$ cat config.mk
export PLATFORM = sky130hd
export DESIGN_NAME = sorted_priority_queue
export DESIGN_NICKNAME = d
export VERILOG_FILES = /design/src/hdl/spq_pkg.sv /design/src/hdl/spq_cell.sv /design/src/hdl/sorted_priority_queue.sv
export SDC_FILE = /design/constraint.sdc
export NUM_CORES = 2
export LEC_CHECK = 0
export ABC_AREA = 1
export BUFFER_PORTS_ARGS = -buffer_cell sky130_fd_sc_hd__buf_2
export CAP_MARGIN = 20
export CORE_MARGIN = 2
export CORE_UTILIZATION = 44
export DETAILED_ROUTE_END_ITERATION = 6
export PLACE_DENSITY = 0.74
export SETUP_SLACK_MARGIN = 0.05
export SLEW_MARGIN = 0
export SYNTH_ARGS = -nofsm -noshare
export SYNTH_HDL_FRONTEND = slang
export SYNTH_SLANG_ARGS = --single-unit
export TNS_END_PERCENT = 20
$ cat constraint.sdc
create_clock -name clk -period 4.52 [get_ports clk]
set_clock_uncertainty 0.15 [all_clocks]
set_input_delay 0.226 -clock clk [delete_from_list [all_inputs] [get_ports clk]]
set_output_delay 0.226 -clock clk [all_outputs]
set_load 0.01 [all_outputs]
$ cat src/hdl/spq_pkg.sv
`default_nettype none
package spq_pkg;

	localparam int DEPTH_DEF      = 16;
	localparam int VALUE_BITS_DEF = 32;
	localparam int PRIO_W         = 16;
	localparam int DATA_W         = 32;
	localparam int OCC_W          = 5;

	typedef enum logic [1:0] {
		CMD_ENQ   = 2'd0,
		CMD_DEQ   = 2'd1,
		CMD_PEEK  = 2'd2,
		CMD_CLEAR = 2'd3
	} cmd_t;

	typedef enum logic [1:0] {
		ST_OK    = 2'd0,
		ST_DROP  = 2'd1,
		ST_EMPTY = 2'd2
	} status_t;

	// per-cycle command to the cell row
	typedef struct packed {
		logic insert;
		logic pop;
	} cell_ctrl_t;

endpackage
`default_nettype wire

$ cat src/hdl/spq_cell.sv
`default_nettype none
module spq_cell #(
	parameter int VALUE_BITS = spq_pkg::VALUE_BITS_DEF
) (
	input  wire                               clk,
	input  wire spq_pkg::cell_ctrl_t          ctrl,
	input  wire                               occ,
	input  wire        [VALUE_BITS-1:0]       new_val,
	input  wire signed [spq_pkg::PRIO_W-1:0]  new_pri,
	input  wire                               left_ge,
	input  wire        [VALUE_BITS-1:0]       left_val,
	input  wire signed [spq_pkg::PRIO_W-1:0]  left_pri,
	input  wire        [VALUE_BITS-1:0]       right_val,
	input  wire signed [spq_pkg::PRIO_W-1:0]  right_pri,
	output logic                              ge,
	output logic       [VALUE_BITS-1:0]       val,
	output logic signed [spq_pkg::PRIO_W-1:0] pri
);

	logic        [VALUE_BITS-1:0]      val_q;
	logic signed [spq_pkg::PRIO_W-1:0] pri_q;

	// entry stays ahead of the new word
	assign ge  = occ && (pri_q >= new_pri);
	assign val = val_q;
	assign pri = pri_q;

	always_ff @(posedge clk) begin
		if (ctrl.insert && !ge) begin
			if (left_ge) begin
				val_q <= new_val;
				pri_q <= new_pri;
			end else begin
				val_q <= left_val;
				pri_q <= left_pri;
			end
		end else if (ctrl.pop) begin
			val_q <= right_val;
			pri_q <= right_pri;
		end
	end

endmodule
`default_nettype wire

$ cat src/hdl/sorted_priority_queue.sv
`default_nettype none
// channel  words                                   handshake
// in       cmd, value_in, prio_in                  cmd_valid / cmd_stall
// out      value_out, status, occupancy,           res_valid / res_stall
//          is_full, is_empty
//
// One word per cycle: the row of cells compares and shifts in the cycle a
// command is taken, the result is registered and shows in the next cycle.
// A held-off result stalls the input until it is taken; a result taken in
// the same cycle lets the next word in.
// Reset empties the queue at once; cell contents are not cleared.
module sorted_priority_queue #(
	parameter int DEPTH      = spq_pkg::DEPTH_DEF,
	parameter int VALUE_BITS = spq_pkg::VALUE_BITS_DEF
) (
	input  wire                                clk,
	input  wire                                arst_n,
	input  wire                                cmd_valid,
	output logic                               cmd_stall,
	input  wire        [1:0]                   cmd,
	input  wire        [spq_pkg::DATA_W-1:0]   value_in,
	input  wire signed [spq_pkg::PRIO_W-1:0]   prio_in,
	output logic                               res_valid,
	input  wire                                res_stall,
	output logic       [spq_pkg::DATA_W-1:0]   value_out,
	output logic       [1:0]                   status,
	output logic       [spq_pkg::OCC_W-1:0]    occupancy,
	output logic                               is_full,
	output logic                               is_empty
);

	localparam int CNT_W = $clog2(DEPTH + 1);

	logic                       accept;
	spq_pkg::cmd_t              op;
	spq_pkg::cell_ctrl_t        ctrl;
	logic [CNT_W-1:0]           count_q;
	logic [CNT_W-1:0]           count_nxt;
	spq_pkg::status_t           st_nxt;
	logic [spq_pkg::DATA_W-1:0] val_nxt;
	logic                       full_now;
	logic                       empty_now;
	logic [VALUE_BITS-1:0]      new_val;

	logic                              ge   [DEPTH];
	logic        [VALUE_BITS-1:0]      cval [DEPTH];
	logic signed [spq_pkg::PRIO_W-1:0] cpri [DEPTH];

	logic                       res_valid_q;
	logic [spq_pkg::DATA_W-1:0] value_q;
	spq_pkg::status_t           status_q;
	logic [CNT_W-1:0]           occ_q;

	assign cmd_stall = res_valid_q && res_stall;
	assign accept    = cmd_valid && !cmd_stall;
	assign op        = spq_pkg::cmd_t'(cmd);
	assign full_now  = (count_q == CNT_W'(DEPTH));
	assign empty_now = (count_q == '0);
	assign new_val   = VALUE_BITS'(value_in);

	always_comb begin
		ctrl      = '0;
		count_nxt = count_q;
		st_nxt    = spq_pkg::ST_OK;
		val_nxt   = '0;
		case (op)
			spq_pkg::CMD_ENQ: begin
				if (full_now) begin
					st_nxt = spq_pkg::ST_DROP;
				end else begin
					ctrl.insert = accept;
					count_nxt   = count_q + 1'b1;
				end
			end
			spq_pkg::CMD_DEQ: begin
				if (empty_now) begin
					st_nxt = spq_pkg::ST_EMPTY;
				end else begin
					ctrl.pop  = accept;
					val_nxt   = spq_pkg::DATA_W'(cval[0]);
					count_nxt = count_q - 1'b1;
				end
			end
			spq_pkg::CMD_PEEK: begin
				if (empty_now) begin
					st_nxt = spq_pkg::ST_EMPTY;
				end else begin
					val_nxt = spq_pkg::DATA_W'(cval[0]);
				end
			end
			spq_pkg::CMD_CLEAR: begin
				count_nxt = '0;
			end
			default: begin
				count_nxt = count_q;
			end
		endcase
	end

	for (genvar i = 0; i < DEPTH; i++) begin : g_cell
		logic                              l_ge;
		logic        [VALUE_BITS-1:0]      l_val;
		logic signed [spq_pkg::PRIO_W-1:0] l_pri;
		logic        [VALUE_BITS-1:0]      r_val;
		logic signed [spq_pkg::PRIO_W-1:0] r_pri;

		if (i == 0) begin : g_first
			assign l_ge  = 1'b1;
			assign l_val = '0;
			assign l_pri = '0;
		end else begin : g_mid
			assign l_ge  = ge[i-1];
			assign l_val = cval[i-1];
			assign l_pri = cpri[i-1];
		end

		if (i == DEPTH - 1) begin : g_last
			assign r_val = cval[i];
			assign r_pri = cpri[i];
		end else begin : g_inner
			assign r_val = cval[i+1];
			assign r_pri = cpri[i+1];
		end

		spq_cell #(
			.VALUE_BITS (VALUE_BITS)
		) u_cell (
			.clk       (clk),
			.ctrl      (ctrl),
			.occ       (count_q > CNT_W'(i)),
			.new_val   (new_val),
			.new_pri   (prio_in),
			.left_ge   (l_ge),
			.left_val  (l_val),
			.left_pri  (l_pri),
			.right_val (r_val),
			.right_pri (r_pri),
			.ge        (ge[i]),
			.val       (cval[i]),
			.pri       (cpri[i])
		);
	end

	always_ff @(posedge clk or negedge arst_n) begin
		if (!arst_n) begin
			count_q     <= '0;
			res_valid_q <= 1'b0;
		end else begin
			if (accept) begin
				count_q <= count_nxt;
			end
			if (accept) begin
				res_valid_q <= 1'b1;
			end else if (!res_stall) begin
				res_valid_q <= 1'b0;
			end
		end
	end

	always_ff @(posedge clk) begin
		if (accept) begin
			value_q  <= val_nxt;
			status_q <= st_nxt;
			occ_q    <= count_nxt;
		end
	end

	assign res_valid = res_valid_q;
	assign value_out = value_q;
	assign status    = status_q;
	assign occupancy = spq_pkg::OCC_W'(occ_q);
	assign is_full   = (occ_q == CNT_W'(DEPTH));
	assign is_empty  = (occ_q == '0);

endmodule
`default_nettype wire

==> qor.csv <==
metric,value,unit
wirelength,197600,um
grt.busiest_layer,met2,
reg2reg_depth,10,
yosysSeqAreaShare,47.72,%
critPathMaxStageDelay,0.64,ns
dr.pass1.iters,6,
antenna_left,0,
vias,48754,
synth_cell_types,42,
cp_slowest_cell,buf_4,
fp.dieArea,0.1189,mm2
worstPathCellList,"inv_1, ha_1, inv_1, nor3_2, nand2_1, nand2_2, nor2_4, nand2_2, nand2_2, buf_4",
finalSetupViolCount,0,
peakVddDrop,0.0002883,V
area.growth.synth_to_final,10.30,%
layout_common_cells,"nand2_1, nand3_1, edfxtp_1, inv_1, ha_1",
clkLatencyLatePin,0.71,ns
drv_slew,0,
grt_overflow,0,
grt_use_met3,7.888,%
tightest_slew,1.138,ns
viasPerCell,5.903,
cts-buffers-inserted,93,
drive_gt1_share,7.129,%
whs_path_depth,5,
die_h,344.8,um
critPathMaxFanout,48,
cts_root_buf,clkbuf_16,
track_usage,32.82,%
path_clk_slew,0.06,ns
ys_ff_latch,813,
grt_max_degree,97,
post-route-period-util,86.83,%
synth_ff_type,edfxtp_1,
cp.arrival,4.08,ns
hold_violations,0,
hold_class,in -> reg,
antenna_found_initial,12,
holdWs,0.02984,ns
tns,0,ns
grtUsageMet1,42.16,%
timing.final.ws_setup,0.5952,ns
syn_nets,7042,
start_util,44.15,%
routabilityCongestion,0.9782,
synth_area_per_cell,7.600,um2
drc,0,
htree_levels,3,
synth_area_leaders,"edfxtp_1, nand2_1, nand3_1",
yosysTopAreaCellShare,47.43,%
routedWlPerCell,23.93,um
synth_edf_count,807,
dp_slack,0.2237,ns
ios,97,
grt_pass1_vias,46779,
clk_path_buf_depth,3,
async_flop_share,0.7380,%
use_met2,50.15,%
clock.fmax,0.2548,GHz
post_cts_buffers,0,
start_kind,register,
cts_sinks,813,
status,"complete, no violations",
powerDensity,437.2,mW/mm2
die_w,344.8,um
rsz0062_at_grt,no,
crit_top_cell,nand2_2,
rows,125,
syn_area,0.05109,mm2
synth_top_cell_by_area,edfxtp_1,
power.static_leakage,27.43,nW
post_cts_resized,0,
tritoncts,done,
postCtsHoldBufs,11,
first_iter_violations,7149,
ys_warn_count,0,
dpl.hpwl,131200,um
fin_nets,6973,
port-buffer-count,96,
final_common_cell,nand2_1,
maxCapViolCount,0,
grt_pass1_wl,291700,um
crit_type,reg -> reg,
relSlewSlack,24.15,%
finalCriticalPeriod,3.925,ns
synthesis.instances,6723,
crit_required,4.67,ns
design.core.area,0.1157,mm2
cp-end-kind,register,
[flip-flops by register name, summed over array words and instances, names as in the netlist]
signal and cells:
count_q 5, g_cell.u_cell.pri 256, g_cell.u_cell.val 512, occupancy 5, res_valid 1, status 2, value_out 32
[through the flow]
stage,instances,power (mW),utilization (%),cell area (um2)
after CTS,8257,24.35,48.69,56350
after global routing,8257,25.41,48.69,56350
final,8259,24.64,48.69,56360
after global placement,8072,16.09,45.77,52970
after floorplan,6723,13.74,-,51100
after detailed placement,8072,16.19,45.77,52970
[path summary, 6_finish.rpt]
check	start	slack (ns)	end
hold reg to reg	g_cell[15].u_cell.val[30]$_DFFE_PP_	0.36	g_cell[14].u_cell.val[30]$_DFFE_PP_
hold / removal	value_in[14]	0.03	g_cell[7].u_cell.val[14]$_DFFE_PP_
setup reg to reg	count_q[0]$_DFFE_PN0P_	0.60	g_cell[8].u_cell.val[31]$_DFFE_PP_
max in group asynchronous	arst_n	3.60	count_q[0]$_DFFE_PN0P_
setup / recovery	count_q[0]$_DFFE_PN0P_	0.60	g_cell[8].u_cell.val[31]$_DFFE_PP_
min in group asynchronous	arst_n	0.35	count_q[1]$_DFFE_PN0P_
[cells in the mapped netlist, types with 2 or more instances]
| master | number |
|---|---|
| buf_1 | 11 |
| ha_1 | 265 |
| o21ai_2 | 2 |
| a21boi_0 | 2 |
| buf_2 | 135 |
| dfrtp_1 | 6 |
| nand3_2 | 14 |
| clkbuf_1 | 210 |
| a21oi_1 | 92 |
| nor2_1 | 94 |
| nand3_1 | 900 |
| edfxtp_1 | 807 |
| inv_2 | 18 |
| buf_6 | 3 |
| nand2_1 | 3503 |
| o21bai_1 | 14 |
| buf_4 | 64 |
| o21ai_1 | 28 |
| nand2_2 | 17 |
| inv_1 | 398 |
| o21ai_0 | 86 |
| nand4_1 | 30 |
| a21oi_2 | 5 |
[area by class of cell]
cell class                      instances  area (um2)
Fill cell                           11182       59380
Sequential cell                       813       24380
Multi-Input combinational cell       5070       23280
Clock buffer                          124        2566
Timing Repair Buffer                  260        1952
Tap cell                             1524        1907
Inverter                              416        1562
Clock inverter                         50       700.7
Antenna cell                            2       5.005
[metal layers]
layer,wire [um],up-vias
met5,214,-
met4,13960,16
met3,27700,755
met2,85470,3615
met1,70260,22709
li1,-,21659
[critical path: cells and delay by family (launching register included)]
kind,cells,cell delay (ns)
AND/OR/NAND/NOR,6,1.71
buffers and inverters,3,0.90
flip-flops,1,0.42
adder cells (fa/ha/maj),1,0.26
[kinds of logic after synthesis]
| logic type | share of synthesized area [%] |
|---|---|
| buffers and inverters | 7.018 |
| adder cells (fa/ha/maj) | 6.489 |
| AND/OR/NAND/NOR | 36.21 |
| AO/OA/AOI/OAI | 2.559 |
| flip-flops | 47.72 |
[report_power, final]
part	switching (mW)	internal, mW
registers	0.455	9.19
logic	5.10	1.63
clock network	3.40	4.87
total	8.95	15.7
Power figures use the tool's default switching activity.
